<file path="src/design/source_text_tokenizer_assert.svh">
// Assertion macros for the source text tokenizer.
`ifndef SOURCE_TEXT_TOKENIZER_ASSERT_SVH
`define SOURCE_TEXT_TOKENIZER_ASSERT_SVH
// Implication checked on every clock edge outside reset.
`define STT_ASSERT_IMP(label, clk, rst_n, cond, prop, msg) \
  label: assert property (@(posedge clk) disable iff (!rst_n) (cond) |-> (prop)) \
    else $error(msg);
// Condition that must hold on every clock edge outside reset.
`define STT_ASSERT_ALW(label, clk, rst_n, prop, msg) \
  label: assert property (@(posedge clk) disable iff (!rst_n) (prop)) else $error(msg);
`endif

</file>
<file path="src/design/stt_pkg.sv">
// Package with token codes, scan modes and shared types of the tokenizer.
package stt_pkg;
  localparam int unsigned MaxKeywordLen = 6;
  localparam int unsigned PositionBits = 24;
  localparam int unsigned LineBits = 24;
  localparam int unsigned OutBits = 24;
  localparam int unsigned QueueDepth = 4;

  localparam logic [5:0] KDot = 6'd9;
  localparam logic [5:0] KSlash = 6'd12;
  localparam logic [5:0] KBang = 6'd14;
  localparam logic [5:0] KEqual = 6'd16;
  localparam logic [5:0] KLess = 6'd18;
  localparam logic [5:0] KGreater = 6'd20;
  localparam logic [5:0] KIdent = 6'd22;
  localparam logic [5:0] KString = 6'd23;
  localparam logic [5:0] KNumber = 6'd24;
  localparam logic [5:0] KAnd = 6'd25;
  localparam logic [5:0] KError = 6'd43;
  localparam logic [5:0] KEnd = 6'd44;

  localparam logic [1:0] ErrNone = 2'd0;
  localparam logic [1:0] ErrUnexpected = 2'd1;
  localparam logic [1:0] ErrUnterminated = 2'd2;

  typedef enum logic [3:0] {
    MIdle, MSlash, MComment, MOper, MString, MInt, MDot, MFrac, MIdent
  } mode_e;

  typedef struct packed {
    logic [5:0]         kind;
    logic [1:0]         err;
    logic [OutBits-1:0] off;
    logic [OutBits-1:0] len;
    logic [OutBits-1:0] line;
    logic               last;
  } token_t;

  // Keyword match on the first six identifier bytes; returns KIdent if none.
  function automatic logic [5:0] keyword_kind(input logic [47:0] p, input logic [2:0] n);
    logic [5:0] k;
    k = KIdent;
    case (n)
      3'd2: begin
        if (p[15:0] == "fi") k = 6'd32;
        else if (p[15:0] == "ro") k = 6'd34;
      end
      3'd3: begin
        case (p[23:0])
          "dna": k = 6'd25;
          "rof": k = 6'd30;
          "nuf": k = 6'd31;
          "lin": k = 6'd33;
          "yrt": k = 6'd40;
          "rav": k = 6'd41;
          default: k = KIdent;
        endcase
      end
      3'd4: begin
        case (p[31:0])
          "esle": k = 6'd28;
          "siht": k = 6'd37;
          "eurt": k = 6'd39;
          default: k = KIdent;
        endcase
      end
      3'd5: begin
        case (p[39:0])
          "hctac": k = 6'd26;
          "ssalc": k = 6'd27;
          "eslaf": k = 6'd29;
          "repus": k = 6'd36;
          "worht": k = 6'd38;
          "elihw": k = 6'd42;
          default: k = KIdent;
        endcase
      end
      3'd6: if (p[47:0] == "nruter") k = 6'd35;
      default: k = KIdent;
    endcase
    return k;
  endfunction
endpackage

</file>
<file path="src/design/stt_if.sv">
// Valid/ready channel interfaces for source bytes and tokens.
interface stt_byte_if;
  logic       valid;
  logic       ready;
  logic [7:0] char_byte;
  modport source (output valid, output char_byte, input ready);
  modport sink (input valid, input char_byte, output ready);
endinterface

interface stt_token_if;
  logic        valid;
  logic        ready;
  logic [5:0]  token_kind;
  logic [1:0]  error_kind;
  logic [23:0] token_offset;
  logic [23:0] token_length;
  logic [23:0] token_line;
  logic        last_of_run;
  modport source (output valid, output token_kind, output error_kind, output token_offset,
                  output token_length, output token_line, output last_of_run, input ready);
  modport sink (input valid, input token_kind, input error_kind, input token_offset,
                input token_length, input token_line, input last_of_run, output ready);
endinterface

</file>
<file path="src/design/source_text_tokenizer.sv">
// Top level of the source text tokenizer.
// Usage:
// The byte channel carries one source byte per transaction; byte 0 ends the
// source text. The token channel carries one token per transaction.
// A byte is taken in every cycle while the token queue has room for three
// tokens; the scanner state machine handles one byte per cycle.
// Tokens caused by a byte are registered in the queue when the byte is taken
// and leave it one per cycle while the receiver is ready, so sustained
// throughput is one byte per cycle if bytes cause at most one token on average.
// A byte may cause up to three tokens; the last carries last_of_run.
// At reset the scanner is idle, the position is zero, the line is one and
// the queue is empty. The end byte returns the scanner to that state.
// When the receiver stalls, tokens wait in the queue and the byte channel
// drops ready once fewer than three entries remain free.
`include "source_text_tokenizer_assert.svh"
module source_text_tokenizer
  import stt_pkg::*;
#(
  parameter int unsigned MAX_KEYWORD_LEN = MaxKeywordLen,
  parameter int unsigned POSITION_BITS = PositionBits,
  parameter int unsigned LINE_BITS = LineBits
) (
  input logic        clk_i,
  input logic        rst_ni,
  stt_byte_if.sink   byte_in,
  stt_token_if.source tok_out
);
  token_t toks [3];
  token_t head;
  logic [1:0] cnt;
  logic any, room, step;

  assign step = byte_in.valid && room;
  assign byte_in.ready = room;

  stt_scanner #(
    .MAX_KEYWORD_LEN(MAX_KEYWORD_LEN),
    .POSITION_BITS(POSITION_BITS),
    .LINE_BITS(LINE_BITS)
  ) u_scan (
    .clk_i, .rst_ni, .step_i(step), .char_i(byte_in.char_byte),
    .tok_o(toks), .tok_cnt_o(cnt), .any_o(any)
  );

  stt_token_queue u_queue (
    .clk_i, .rst_ni, .push_i(step && any), .tok_i(toks), .cnt_i(cnt),
    .room_o(room), .valid_o(tok_out.valid), .tok_o(head), .pop_i(tok_out.ready)
  );

  assign tok_out.token_kind = head.kind;
  assign tok_out.error_kind = head.err;
  assign tok_out.token_offset = head.off;
  assign tok_out.token_length = head.len;
  assign tok_out.token_line = head.line;
  assign tok_out.last_of_run = head.last;

  `STT_ASSERT_IMP(a_err_zero, clk_i, rst_ni, tok_out.valid && tok_out.token_kind == KError, tok_out.token_offset == '0 && tok_out.token_length == '0, "error token with nonzero span")
  `STT_ASSERT_IMP(a_end_last, clk_i, rst_ni, tok_out.valid && tok_out.token_kind == KEnd, tok_out.last_of_run, "end token not last of run")
  `STT_ASSERT_IMP(a_cnt_any, clk_i, rst_ni, step, any == (cnt != 2'd0), "token count mismatch")
endmodule

</file>
<file path="src/design/stt_scanner.sv">
// Front end: scans one byte per cycle when stepped and produces up to three tokens.
module stt_scanner
  import stt_pkg::*;
#(
  parameter int unsigned MAX_KEYWORD_LEN = MaxKeywordLen,
  parameter int unsigned POSITION_BITS = PositionBits,
  parameter int unsigned LINE_BITS = LineBits
) (
  input  logic       clk_i,
  input  logic       rst_ni,
  input  logic       step_i,
  input  logic [7:0] char_i,
  output token_t     tok_o [3],
  output logic [1:0] tok_cnt_o,
  output logic       any_o
);
  localparam int unsigned LenBits = $clog2(MAX_KEYWORD_LEN + 1);
  localparam int unsigned IdxBits = $clog2(MAX_KEYWORD_LEN);
  localparam logic [POSITION_BITS-1:0] PosMax = '1;
  localparam logic [LINE_BITS-1:0] LineMax = '1;

  mode_e mode_q, mode_d;
  logic [7:0] op_q, op_d;
  logic [7:0] prefix_q [MAX_KEYWORD_LEN];
  logic [POSITION_BITS-1:0] start_q, start_d, pos_q, pos_d, len_q, len_d;
  logic [LINE_BITS-1:0] line_q, line_d;
  logic pwr_en;
  logic [IdxBits-1:0] pwr_idx;
  token_t t [3];
  logic [1:0] n;
  logic [47:0] kwp;
  logic [5:0] ikind;

  function automatic logic [POSITION_BITS-1:0] padd(input logic [POSITION_BITS-1:0] a,
                                                     input logic [1:0] b);
    logic [POSITION_BITS:0] s;
    s = {1'b0, a} + {{(POSITION_BITS-1){1'b0}}, b};
    return s[POSITION_BITS] ? PosMax : s[POSITION_BITS-1:0];
  endfunction

  function automatic logic [OutBits-1:0] po(input logic [POSITION_BITS-1:0] v);
    logic [31:0] w;
    w = 32'(v);
    return w[OutBits-1:0];
  endfunction

  function automatic logic [5:0] opk(input logic [7:0] c);
    case (c)
      "!": return KBang;
      "=": return KEqual;
      "<": return KLess;
      default: return KGreater;
    endcase
  endfunction

  function automatic logic isd(input logic [7:0] c);
    return c inside {["0":"9"]};
  endfunction

  function automatic logic isa(input logic [7:0] c);
    return c inside {["a":"z"], ["A":"Z"], "_"};
  endfunction

  always_comb begin
    kwp = '0;
    for (int i = 0; i < 6; i++) begin
      if (i < MAX_KEYWORD_LEN) kwp[i*8 +: 8] = prefix_q[i];
    end
    ikind = (len_q <= POSITION_BITS'(6) && len_q >= POSITION_BITS'(2))
          ? keyword_kind(kwp, len_q[2:0]) : KIdent;
  end

  always_comb begin
    logic idle_scan;
    logic [7:0] c;
    logic [OutBits-1:0] ln;
    c = char_i;
    mode_d = mode_q; op_d = op_q; start_d = start_q; len_d = len_q; line_d = line_q;
    pos_d = pos_q; pwr_en = 1'b0; pwr_idx = '0;
    n = 2'd0; idle_scan = 1'b0;
    for (int i = 0; i < 3; i++) t[i] = '0;
    ln = OutBits'(32'(line_q));
    if (c == 8'd0) begin
      case (mode_q)
        MSlash: begin t[0] = '{KSlash, ErrNone, po(start_q), 24'd1, ln, 1'b0}; n = 2'd1; end
        MOper: begin t[0] = '{opk(op_q), ErrNone, po(start_q), 24'd1, ln, 1'b0}; n = 2'd1; end
        MString: begin t[0] = '{KError, ErrUnterminated, '0, '0, ln, 1'b0}; n = 2'd1; end
        MInt, MFrac: begin
          t[0] = '{KNumber, ErrNone, po(start_q), po(len_q), ln, 1'b0}; n = 2'd1;
        end
        MDot: begin
          t[0] = '{KNumber, ErrNone, po(start_q), po(len_q), ln, 1'b0};
          t[1] = '{KDot, ErrNone, po(padd(start_q, 2'd0) + len_q < start_q ? PosMax :
                   start_q + len_q), 24'd1, ln, 1'b0};
          n = 2'd2;
        end
        MIdent: begin t[0] = '{ikind, ErrNone, po(start_q), po(len_q), ln, 1'b0}; n = 2'd1; end
        default: n = 2'd0;
      endcase
      t[n] = '{KEnd, ErrNone, po(pos_q), '0, ln, 1'b0};
      n = n + 2'd1;
      mode_d = MIdle; op_d = '0; start_d = '0; pos_d = '0; line_d = LINE_BITS'(1); len_d = '0;
    end else begin
      case (mode_q)
        MSlash: begin
          if (c == "/") mode_d = MComment;
          else begin
            t[0] = '{KSlash, ErrNone, po(start_q), 24'd1, ln, 1'b0}; n = 2'd1; idle_scan = 1'b1;
          end
        end
        MComment: if (c == 8'h0a) idle_scan = 1'b1;
        MOper: begin
          if (c == "=") begin
            t[0] = '{opk(op_q) + 6'd1, ErrNone, po(start_q), 24'd2, ln, 1'b0}; n = 2'd1;
            mode_d = MIdle;
          end else begin
            t[0] = '{opk(op_q), ErrNone, po(start_q), 24'd1, ln, 1'b0}; n = 2'd1;
            idle_scan = 1'b1;
          end
        end
        MString: begin
          len_d = padd(len_q, 2'd1);
          if (c == "\"") begin
            t[0] = '{KString, ErrNone, po(start_q), po(len_d), ln, 1'b0}; n = 2'd1;
            mode_d = MIdle;
          end else if (c == 8'h0a) begin
            line_d = (line_q == LineMax) ? line_q : line_q + LINE_BITS'(1);
          end
        end
        MInt: begin
          if (isd(c)) len_d = padd(len_q, 2'd1);
          else if (c == ".") mode_d = MDot;
          else begin
            t[0] = '{KNumber, ErrNone, po(start_q), po(len_q), ln, 1'b0}; n = 2'd1;
            idle_scan = 1'b1;
          end
        end
        MDot: begin
          if (isd(c)) begin len_d = padd(len_q, 2'd2); mode_d = MFrac; end
          else begin
            t[0] = '{KNumber, ErrNone, po(start_q), po(len_q), ln, 1'b0};
            t[1] = '{KDot, ErrNone, po((({1'b0, start_q} + {1'b0, len_q}) >> POSITION_BITS) != 0
                     ? PosMax : start_q + len_q), 24'd1, ln, 1'b0};
            n = 2'd2; idle_scan = 1'b1;
          end
        end
        MFrac: begin
          if (isd(c)) len_d = padd(len_q, 2'd1);
          else begin
            t[0] = '{KNumber, ErrNone, po(start_q), po(len_q), ln, 1'b0}; n = 2'd1;
            idle_scan = 1'b1;
          end
        end
        MIdent: begin
          if (isa(c) || isd(c)) begin
            if (len_q < POSITION_BITS'(MAX_KEYWORD_LEN)) begin
              pwr_en = 1'b1; pwr_idx = len_q[IdxBits-1:0];
            end
            len_d = padd(len_q, 2'd1);
          end else begin
            t[0] = '{ikind, ErrNone, po(start_q), po(len_q), ln, 1'b0}; n = 2'd1;
            idle_scan = 1'b1;
          end
        end
        default: idle_scan = 1'b1;
      endcase
      if (idle_scan) begin
        mode_d = MIdle;
        if (c == " " || c == 8'h0d || c == 8'h09) begin
          mode_d = MIdle;
        end else if (c == 8'h0a) begin
          line_d = (line_q == LineMax) ? line_q : line_q + LINE_BITS'(1);
        end else if (isd(c) || isa(c) || c == "/" || c == "\"" ||
                     c == "!" || c == "=" || c == "<" || c == ">") begin
          start_d = pos_q; len_d = POSITION_BITS'(1);
          if (isd(c)) mode_d = MInt;
          else if (isa(c)) begin mode_d = MIdent; pwr_en = 1'b1; pwr_idx = '0; end
          else if (c == "/") mode_d = MSlash;
          else if (c == "\"") mode_d = MString;
          else begin mode_d = MOper; op_d = c; end
        end else begin
          case (c)
            "(": t[n] = '{6'd0, ErrNone, po(pos_q), 24'd1, ln, 1'b0};
            ")": t[n] = '{6'd1, ErrNone, po(pos_q), 24'd1, ln, 1'b0};
            "{": t[n] = '{6'd2, ErrNone, po(pos_q), 24'd1, ln, 1'b0};
            "}": t[n] = '{6'd3, ErrNone, po(pos_q), 24'd1, ln, 1'b0};
            "[": t[n] = '{6'd4, ErrNone, po(pos_q), 24'd1, ln, 1'b0};
            "]": t[n] = '{6'd5, ErrNone, po(pos_q), 24'd1, ln, 1'b0};
            ";": t[n] = '{6'd6, ErrNone, po(pos_q), 24'd1, ln, 1'b0};
            ":": t[n] = '{6'd7, ErrNone, po(pos_q), 24'd1, ln, 1'b0};
            ",": t[n] = '{6'd8, ErrNone, po(pos_q), 24'd1, ln, 1'b0};
            ".": t[n] = '{KDot, ErrNone, po(pos_q), 24'd1, ln, 1'b0};
            "-": t[n] = '{6'd10, ErrNone, po(pos_q), 24'd1, ln, 1'b0};
            "+": t[n] = '{6'd11, ErrNone, po(pos_q), 24'd1, ln, 1'b0};
            "*": t[n] = '{6'd13, ErrNone, po(pos_q), 24'd1, ln, 1'b0};
            default: t[n] = '{KError, ErrUnexpected, '0, '0, ln, 1'b0};
          endcase
          n = n + 2'd1;
        end
      end
      pos_d = padd(pos_q, 2'd1);
    end
    if (n != 2'd0) t[n - 2'd1].last = 1'b1;
  end

  assign tok_o = t;
  assign tok_cnt_o = n;
  assign any_o = (n != 2'd0);

  always_ff @(posedge clk_i or negedge rst_ni) begin
    if (!rst_ni) begin
      mode_q <= MIdle; op_q <= '0; start_q <= '0; pos_q <= '0;
      line_q <= LINE_BITS'(1); len_q <= '0;
    end else if (step_i) begin
      mode_q <= mode_d; op_q <= op_d; start_q <= start_d; pos_q <= pos_d;
      line_q <= line_d; len_q <= len_d;
    end
  end

  always_ff @(posedge clk_i) begin
    if (step_i && pwr_en) prefix_q[pwr_idx] <= char_i;
  end
endmodule

</file>
<file path="src/design/stt_token_queue.sv">
// Token queue between scanner and output: takes up to three tokens, gives one.
module stt_token_queue
  import stt_pkg::*;
#(
  parameter int unsigned DEPTH = QueueDepth + 4
) (
  input  logic       clk_i,
  input  logic       rst_ni,
  input  logic       push_i,
  input  token_t     tok_i [3],
  input  logic [1:0] cnt_i,
  output logic       room_o,
  output logic       valid_o,
  output token_t     tok_o,
  input  logic       pop_i
);
  localparam int unsigned AW = $clog2(DEPTH);
  token_t mem_q [DEPTH];
  logic [AW-1:0] wp_q, rp_q;
  logic [AW:0] fill_q, fill_d;
  logic do_pop;

  assign valid_o = fill_q != '0;
  assign tok_o = mem_q[rp_q];
  assign do_pop = pop_i && valid_o;
  assign room_o = fill_q <= (AW+1)'(DEPTH - 3);

  function automatic logic [AW-1:0] nxt(input logic [AW-1:0] p, input logic [1:0] k);
    logic [AW:0] s;
    s = {1'b0, p} + (AW+1)'(k);
    return (s >= (AW+1)'(DEPTH)) ? AW'(s - (AW+1)'(DEPTH)) : s[AW-1:0];
  endfunction

  always_comb begin
    fill_d = fill_q;
    if (push_i) fill_d = fill_d + (AW+1)'(cnt_i);
    if (do_pop) fill_d = fill_d - (AW+1)'(1);
  end

  always_ff @(posedge clk_i or negedge rst_ni) begin
    if (!rst_ni) begin
      wp_q <= '0; rp_q <= '0; fill_q <= '0;
    end else begin
      fill_q <= fill_d;
      if (push_i) wp_q <= nxt(wp_q, cnt_i);
      if (do_pop) rp_q <= nxt(rp_q, 2'd1);
    end
  end

  always_ff @(posedge clk_i) begin
    if (push_i) begin
      for (int i = 0; i < 3; i++) begin
        if (2'(i) < cnt_i) mem_q[nxt(wp_q, 2'(i))] <= tok_i[i];
      end
    end
  end
endmodule
</file>
<file path="src/flat_wrapper.sv">
// flat-port wrapper written by rule: the top's interface ports become plain ports
module source_text_tokenizer_flat import stt_pkg::*;
#(
  parameter int unsigned MAX_KEYWORD_LEN = MaxKeywordLen,
  parameter int unsigned POSITION_BITS = PositionBits,
  parameter int unsigned LINE_BITS = LineBits
)
  (clk_i, rst_ni, byte_in_valid, byte_in_char_byte, byte_in_ready, tok_out_valid, tok_out_token_kind, tok_out_error_kind, tok_out_token_offset, tok_out_token_length, tok_out_token_line, tok_out_last_of_run, tok_out_ready);
  stt_byte_if byte_in_i ();
  stt_token_if tok_out_i ();
  input logic clk_i;
  input logic rst_ni;
  input wire logic [$bits(byte_in_i.valid)-1:0] byte_in_valid;
  input wire logic [$bits(byte_in_i.char_byte)-1:0] byte_in_char_byte;
  output wire logic [$bits(byte_in_i.ready)-1:0] byte_in_ready;
  output wire logic [$bits(tok_out_i.valid)-1:0] tok_out_valid;
  output wire logic [$bits(tok_out_i.token_kind)-1:0] tok_out_token_kind;
  output wire logic [$bits(tok_out_i.error_kind)-1:0] tok_out_error_kind;
  output wire logic [$bits(tok_out_i.token_offset)-1:0] tok_out_token_offset;
  output wire logic [$bits(tok_out_i.token_length)-1:0] tok_out_token_length;
  output wire logic [$bits(tok_out_i.token_line)-1:0] tok_out_token_line;
  output wire logic [$bits(tok_out_i.last_of_run)-1:0] tok_out_last_of_run;
  input wire logic [$bits(tok_out_i.ready)-1:0] tok_out_ready;
  assign byte_in_i.valid = byte_in_valid;
  assign byte_in_i.char_byte = byte_in_char_byte;
  assign byte_in_ready = byte_in_i.ready;
  assign tok_out_valid = tok_out_i.valid;
  assign tok_out_token_kind = tok_out_i.token_kind;
  assign tok_out_error_kind = tok_out_i.error_kind;
  assign tok_out_token_offset = tok_out_i.token_offset;
  assign tok_out_token_length = tok_out_i.token_length;
  assign tok_out_token_line = tok_out_i.token_line;
  assign tok_out_last_of_run = tok_out_i.last_of_run;
  assign tok_out_i.ready = tok_out_ready;
  source_text_tokenizer #(.MAX_KEYWORD_LEN(MAX_KEYWORD_LEN), .POSITION_BITS(POSITION_BITS), .LINE_BITS(LINE_BITS)) u_core (.clk_i(clk_i), .rst_ni(rst_ni), .byte_in(byte_in_i), .tok_out(tok_out_i));
endmodule
</file>
<file path="config.mk">
export PLATFORM = sky130hd
export DESIGN_NAME = source_text_tokenizer_flat
export DESIGN_NICKNAME = d
export VERILOG_FILES = /design/src/design/stt_pkg.sv /design/src/design/stt_if.sv /design/src/design/source_text_tokenizer.sv /design/src/design/stt_scanner.sv /design/src/design/stt_token_queue.sv /design/src/flat_wrapper.sv
export VERILOG_INCLUDE_DIRS = /design/src /design/src/design
export SDC_FILE = /design/constraint.sdc
export NUM_CORES = 2
export LEC_CHECK = 0
export ABC_AREA = 1
export BUFFER_PORTS_ARGS = -buffer_cell sky130_fd_sc_hd__buf_2
export CAP_MARGIN = 30
export CORE_ASPECT_RATIO = 1.1
export CORE_UTILIZATION = 41
export CTS_CLUSTER_DIAMETER = 30
export DETAILED_ROUTE_END_ITERATION = 7
export PLACE_DENSITY = 0.55
export SLEW_MARGIN = 20
export SYNTH_ARGS = -nofsm -noshare
export SYNTH_HDL_FRONTEND = slang
export SYNTH_SLANG_ARGS = --single-unit
</file>
<file path="constraint.sdc">
create_clock -name clk_i -period 13.9 [get_ports clk_i]
set_input_delay 2.78 -clock clk_i [delete_from_list [all_inputs] [get_ports clk_i]]
set_output_delay 2.78 -clock clk_i [all_outputs]
set_load 0.005 [all_outputs]
</file>
; After elaboration in Yosys (flattened, before gate mapping)
; Memories as Yosys holds them, arrays and structs flattened.
; Index checks and enable logic that the tools add are counted.
; W data, S select, Z words.
[word_totals]
ff_bits = 118
output_inout_bits = 83
mem_count = 2
ram_bits = 696
[op_classes]
magnitude_cmp = 25
n_eq_ne = 71
n_mux = 173
addsub = 21
n_bitwise = 3
n_reduce_logical = 35
[memory_table]
columns = name, depth, word_bits, read_ports, rd_clocked_by_memory_dff, write_ports, line
row1 = u_core.u_queue.mem_q, 8, 81, 1, 0, 3, stt_token_queue.sv:18  ; token_t mem_q [DEPTH];
row2 = u_core.u_scan.prefix_q, 6, 8, 6, 0, 1, stt_scanner.sv:24  ; logic [7:0] prefix_q [MAX_KEYWORD_LEN];
[op_table]
columns = cell, count
row1 = $bwmux W243, 16
row2 = $pmux W243 S13, 1
row3 = $mux W243, 6
row4 = $mux W81, 9
row5 = $mux W24, 27
row6 = $pmux W81 S7, 1
row7 = $demux W81 S2, 3
row8 = $pmux W81 S5, 1
row9 = $mux W80, 4
row10 = $eq A40 B39 Y1 const B, 6
row11 = $mux W161, 1
row12 = $mux W79, 2
row13 = $eq A8 B6 Y1 const B, 19
row14 = $eq A24 B23 Y1 const B, 6
row15 = $eq A32 B31 Y1 const B, 3
row16 = $pmux W24 S4, 1
row17 = $mux W8, 9
row18 = $pmux W6 S6, 2
row19 = $mux W4, 15
row20 = $mux W3, 17
row21 = $add A24 B1 Y25 const B, 2
row22 = $eq A48 B47 Y1 const B, 1
row23 = $mux W6, 7
row24 = $eq A8 B7 Y1 const B, 5
row25 = 63 further kinds, 164

; Longest topological paths before layout
[depth]
ltp_word = 23
depth_mapped = 26

; Cells and area by module
; A second synthesis with hierarchy kept.
[unflattened]
cells_unflattened = 8956
area_unflattened_um2 = 61744.2
[by_module_without_submodules]
columns = mod, area_each_um2, seq_area_each_um2, instances, cells_each
row1 = stt_token_queue, 44281.2, 19708.9, 1, 6050
row2 = stt_scanner, 17445.5, 4145.2, 1, 2902
row3 = source_text_tokenizer, 17.5, 0.0, 1, 4

; Worst setup path before layout
; OpenSTA, ideal clock, no wires.
[synth_timing]
path_kind = input-to-reg
start = in byte_in_char_byte[3]
end = mem u_core.u_queue.mem_q[4][0] (netlist bit) (enable)
path_slack_ns = 6.754
arrival_time_ns = 6.704
n_path_buf = 4
stages = 21
required_ns = 13.458
cell_sequence = buf_4 -> nor2_2 -> nand2_1 -> nor2_1 -> nor2_1 -> nor2_2 -> nand3_2 -> nand2_1 -> nor2_2 -> ha_1 -> nand3_1 -> nand3_2 -> nand2_4 -> nor2_4 -> buf_6 -> nand2_1 -> buf_6 -> nand2_4 -> inv_2 -> buf_2 -> nand2_1
[synth_rtl]
columns = element, line
row1 = "start, declared", flat_wrapper.sv:14  ; input wire logic [$bits(byte_in_i.char_byte)-1:0] byte_in_char_byte;
row2 = "end, declared", stt_token_queue.sv:18

==> impl_results.html <==
<table>
<tr><th>Metric</th><th>Value</th></tr>
<tr><th colspan="2">Clocking</th></tr>
<tr><td>Number of resized instances in the post-cts repair step</td><td>0</td></tr>
<tr><td>Number of buffers added by the clock tree synthesis step</td><td>approximately 190</td></tr>
<tr><td>Post-CTS setup buffer count</td><td>0</td></tr>
<tr><td>Clk sink count</td><td>between 800 and 900</td></tr>
<tr><td>Reg clk slew, reported paths</td><td>0.04 ns</td></tr>
<tr><td>Largest buffer count on any clock path</td><td>3</td></tr>
<tr><td>CTS tree</td><td>built</td></tr>
<tr><td>Cell chosen for the clock root</td><td>sky130_fd_sc_hd__clkbuf_16</td></tr>
<tr><td>Number of hold buffers added after cts</td><td>0</td></tr>
<tr><td>Clock latency of the later-clocked register in the worst-skew pair</td><td>~0.82 ns</td></tr>
<tr><td>H-tree level count</td><td>4</td></tr>
<tr><th colspan="2">GRT</th></tr>
<tr><td>Total global routing overflow</td><td>0</td></tr>
<tr><td>First-pass GRT wire length</td><td>305800 microns</td></tr>
<tr><td>Number of global-route vias before repair</td><td>around 46000</td></tr>
<tr><td>Largest net degree at the start of global routing</td><td>212</td></tr>
<tr><td>Global routing usage summed across all routing layers</td><td>0.3340</td></tr>
<tr><td>Number of antenna violations at the first check in global routing</td><td>7</td></tr>
<tr><th colspan="2">Worst setup path</th></tr>
<tr><td>Worst setup endpoint</td><td>u_core.u_queue.mem_q[2][27]</td></tr>
<tr><td>Worst EP arrival</td><td>8.89 ns</td></tr>
<tr><td>Endpoint kind of the worst setup timing path</td><td>register</td></tr>
<tr><td>Worst setup slack for register-to-register paths</td><td>7.15 ns</td></tr>
<tr><td>Startpoint of the worst setup timing path</td><td>byte_in_char_byte[3]</td></tr>
<tr><td>Startpoint kind of the worst setup timing path</td><td>primary input</td></tr>
<tr><td>Required time reported for the critical path endpoint</td><td>14.31 ns</td></tr>
<tr><td>Highest fanout seen on the critical path</td><td>64</td></tr>
<tr><td>Worst reg-to-reg path cell count</td><td>17</td></tr>
<tr><td>Reg2reg end</td><td>u_core.u_queue.mem_q[2][27]</td></tr>
<tr><td>Kind of critical path</td><td>in -&gt; reg</td></tr>
<tr><td>Beginning of the worst register-to-register path</td><td>u_core.u_scan.mode_q[3]</td></tr>
<tr><th colspan="2">Logic synthesis</th></tr>
<tr><td>Number of standard cells after synthesis</td><td>6220</td></tr>
<tr><td>Flip-flop and latch count after synthesis</td><td>814</td></tr>
<tr><td>Register area share after synthesis</td><td>0.4799</td></tr>
<tr><td>Synthesized Nets</td><td>between 6000 and 7000</td></tr>
<tr><td>Cell Area, Synth</td><td>49700 sq um</td></tr>
<tr><td>Post-synth cell types</td><td>60</td></tr>
<tr><td>Predominant post-synthesis flop cell</td><td>sky130_fd_sc_hd__edfxtp_1</td></tr>
<tr><td>Async set-or-reset flop fraction in the synthesized netlist</td><td>0.1450</td></tr>
<tr><td>Avg Cell Area, Syn</td><td>7.991 sq um</td></tr>
<tr><td>Post-synth EDFFs</td><td>a little under 700</td></tr>
<tr><td>Ys Warns</td><td>0</td></tr>
<tr><th colspan="2">Routing</th></tr>
<tr><td>Routed WL</td><td>208600 microns</td></tr>
<tr><td>Vias per std cell</td><td>6.063</td></tr>
<tr><td>Post-route ant nets</td><td>0</td></tr>
<tr><td>Number of design rule violations left after detail routing</td><td>0</td></tr>
<tr><td>Number of DRC violations after detailed-routing iteration 0</td><td>around 6000</td></tr>
<tr><td>Number of vias in the routed layout</td><td>48400</td></tr>
<tr><td>Detailed-routing iteration count for the pre-antenna-repair pass</td><td>6</td></tr>
<tr><td>Average detailed-routed wire length per instance</td><td>between 20 and 30 microns</td></tr>
<tr><th colspan="2">Pwr</th></tr>
<tr><td>Standby leakage power</td><td>approximately 22 nW</td></tr>
<tr><td>Sum of internal, switching and leakage power</td><td>0.01366 W</td></tr>
<tr><td>Max VDD drop</td><td>about 170 uV</td></tr>
<tr><td>Ratio of total power to cell area</td><td>234.6 nW/um^2</td></tr>
<tr><th colspan="2">Floorplan</th></tr>
<tr><td>Height of the chip</td><td>367.2 microns</td></tr>
<tr><td>Placement Rows</td><td>133</td></tr>
<tr><td>Boundary pin count</td><td>95</td></tr>
<tr><td>DIE AREA</td><td>between 100000 and 150000 sq um</td></tr>
<tr><td>X dimension of the die</td><td>334.0 microns</td></tr>
<tr><td>Initial core utilization</td><td>0.4148</td></tr>
<tr><td>Area of the core</td><td>119800 sq um</td></tr>
<tr><th colspan="2">Timing</th></tr>
<tr><td>Worst max-slew margin expressed relative to the limit</td><td>0.1541</td></tr>
<tr><td>Final clock skew</td><td>between 0.05 and 0.06 ns</td></tr>
<tr><td>Period utilisation layout</td><td>0.6105</td></tr>
<tr><td>RSZ-0062 raised after global routing</td><td>false</td></tr>
<tr><td>Count of final max-slew check failures</td><td>0</td></tr>
<tr><td>Final Hold Viols</td><td>0</td></tr>
<tr><td>Minimum clock period</td><td>8.486 ns</td></tr>
<tr><td>Final setup vio count</td><td>0</td></tr>
<tr><td>Transition time at the pin with the least slew margin</td><td>around 1.3 ns</td></tr>
<tr><td>F_max</td><td>0.1178 GHz</td></tr>
<tr><td>Sum Neg Setup Slack</td><td>0 ns</td></tr>
<tr><th colspan="2">Placement</th></tr>
<tr><td>Weighted congestion at the end of routability-driven global placement</td><td>0.9575</td></tr>
<tr><td>Count of port buffers added during placement</td><td>94</td></tr>
<tr><td>HPWL Detailed</td><td>around 130000 microns</td></tr>
<tr><th colspan="2">Min path</th></tr>
<tr><td>Type of the most critical hold path</td><td>reg -&gt; reg</td></tr>
<tr><th colspan="2">Finish</th></tr>
<tr><td>Total Nets Final</td><td>6346</td></tr>
<tr><td>Area Growth Syn to Fin</td><td>17.14%</td></tr>
<tr><td>Layout cells sized above 1</td><td>0.1058</td></tr>
<tr><th colspan="2">Job</th></tr>
<tr><td>Number of maximum-capacitance constraint violations</td><td>0</td></tr>
<tr><th colspan="2">Status</th></tr>
<tr><td>Outcome</td><td>complete, no violations</td></tr>
</table>
[per-stage QoR]
step | hold WS [ns] | util | cells | worst slack, ns | cell area (sq um)
after floorplan | 0.4647 | - | 6220 | 6.754 | 49700
after global placement | 0.4826 | 0.4281 | 7587 | 4.711 | 51300
after detailed placement | 0.4867 | 0.4304 | 7609 | 4.712 | 51560
after CTS | 0.4931 | 0.4846 | 7961 | 5.544 | 58060
after global routing | 0.5198 | 0.4859 | 7978 | 5.217 | 58210
final | 0.4929 | 0.4860 | 7982 | 5.414 | 58220
[how the worst min path moves through the flow]
stage / start / endpoint / slack (ns) / depth (start not counted)
final: u_core.u_scan.op_q[6] / u_core.u_scan.op_q[6] / 0.49 / 2
after global routing: u_core.u_scan.op_q[7] / u_core.u_scan.op_q[7] / 0.52 / 2
after CTS: u_core.u_scan.op_q[7] / u_core.u_scan.op_q[7] / 0.49 / 2
after detailed placement: u_core.u_scan.op_q[7] / u_core.u_scan.op_q[7] / 0.49 / 2
after global placement: u_core.u_scan.op_q[7] / u_core.u_scan.op_q[7] / 0.48 / 2
after floorplan: u_core.u_scan.op_q[3] / u_core.u_scan.op_q[3] / 0.46 / 2
[sequential cells by signal (all words and copies together) (netlist names)]
name / cells
u_core.u_scan.prefix_q: 48
u_core.u_scan.start_q: 24
u_core.u_scan.pos_q: 24
u_core.u_queue.fill_q: 4
u_core.u_queue.rp_q: 3
u_core.u_queue.mem_q: 648
u_core.u_scan.len_q: 24
u_core.u_queue.wp_q: 3
u_core.u_scan.mode_q: 4
u_core.u_scan.line_q: 24
u_core.u_scan.op_q: 8
[area by class of cell]
| class | instances | area, sq um |
|---|---|---|
| fill | 11560 | 61590 |
| sequential | 814 | 23860 |
| multi-input combinational | 4564 | 22570 |
| clock buffer | 223 | 5029 |
| tap | 1552 | 1942 |
| inverter | 478 | 1815 |
| timing repair buffer | 218 | 1533 |
| clock inverter | 129 | 1469 |
| antenna | 4 | 10.01 |
[power breakdown]
part | switching [W] | internal (W)
registers | 0.000289 | 0.00317
clock network | 0.00150 | 0.00300
logic | 0.00403 | 0.00168
[cell usage after synthesis (22+ instances only)]
cell                       number  area, sq um
sky130_fd_sc_hd__o211ai_1     346         2597
sky130_fd_sc_hd__buf_2        119        595.6
sky130_fd_sc_hd__ha_1          67        838.3
sky130_fd_sc_hd__nand4_1       73        456.7
sky130_fd_sc_hd__nand2_1     1245         4673
sky130_fd_sc_hd__edfxtp_1     696        20900
sky130_fd_sc_hd__a31oi_1       95        594.3
sky130_fd_sc_hd__o21ai_0      620         3103
sky130_fd_sc_hd__nand2_2       24        150.1
sky130_fd_sc_hd__nor3_1       108        540.5
sky130_fd_sc_hd__buf_4         22        165.2
sky130_fd_sc_hd__nor2_1      1229         4613
sky130_fd_sc_hd__a21oi_1      122        610.6
sky130_fd_sc_hd__o22ai_1      214         1339
sky130_fd_sc_hd__dfrtp_1      117         2928
sky130_fd_sc_hd__xor2_1        42        367.9
sky130_fd_sc_hd__o32ai_1       25        219.0
sky130_fd_sc_hd__inv_2         30        112.6
sky130_fd_sc_hd__nor2_2        30        187.7
sky130_fd_sc_hd__inv_1        435         1633
sky130_fd_sc_hd__clkbuf_1     195        732.0
sky130_fd_sc_hd__nand3_1      181        905.9
[logic make-up after synthesis]
kind of cell    share of synthesized area
compound gates                     0.1827
xor+xnor                         0.008634
fa+ha+maj                         0.01807
buf+inv                           0.06940
flops                              0.4799
simple gates                       0.2413
[cells in the final DEF (no fill, tap or decap), types with 73 or more instances in the layout]
cell type                   netlist  final
sky130_fd_sc_hd__nor3_1         108    106
sky130_fd_sc_hd__a31oi_1         95     95
sky130_fd_sc_hd__buf_2          119    105
sky130_fd_sc_hd__buf_4           22     91
sky130_fd_sc_hd__nand2_1       1245   1234
sky130_fd_sc_hd__a21oi_1        122    121
sky130_fd_sc_hd__nor2_1        1229   1225
sky130_fd_sc_hd__nand4_1         73     73
sky130_fd_sc_hd__o22ai_1        214    214
sky130_fd_sc_hd__dfrtp_1        117    115
sky130_fd_sc_hd__edfxtp_1       696    696
sky130_fd_sc_hd__inv_1          435    433
sky130_fd_sc_hd__nand3_1        181    181
sky130_fd_sc_hd__clkbuf_16        0    190
sky130_fd_sc_hd__o211ai_1       346    346
sky130_fd_sc_hd__o21ai_0        620    617
[critical path, cell delays in order]
cell	delay (ns)
sky130_fd_sc_hd__buf_2	0.28
sky130_fd_sc_hd__nand2_1	0.17
sky130_fd_sc_hd__nor2_1	0.18
sky130_fd_sc_hd__nand2_1	0.07
sky130_fd_sc_hd__nand2_1	0.07
sky130_fd_sc_hd__nand2_2	0.36
sky130_fd_sc_hd__nand3_2	0.32
sky130_fd_sc_hd__nand2_1	0.09
sky130_fd_sc_hd__nor2_2	0.23
sky130_fd_sc_hd__ha_1	0.17
sky130_fd_sc_hd__nand3_1	0.09
sky130_fd_sc_hd__nand3_2	0.11
sky130_fd_sc_hd__nand2_4	0.09
sky130_fd_sc_hd__nor2_4	0.30
sky130_fd_sc_hd__nand3_2	0.58
sky130_fd_sc_hd__nand2_4	0.22
sky130_fd_sc_hd__buf_4	0.85
sky130_fd_sc_hd__inv_2	0.44
sky130_fd_sc_hd__nand2_4	0.49
sky130_fd_sc_hd__buf_4	0.87
[routing by layer]
| metal | part of all wire | GRT usage | up-vias |
|---|---|---|---|
| met3 | 0.097 | 0.06716 | 583 |
| met1 | 0.40 | 0.4382 | 23330 |
| met2 | 0.46 | 0.5338 | 2730 |
| li1 | - | - | 21760 |
| met4 | 0.042 | 0.1443 | 4 |
| met5 | 0.00010 | 0 | - |
Note: power is estimated with default switching activity, not from simulation.
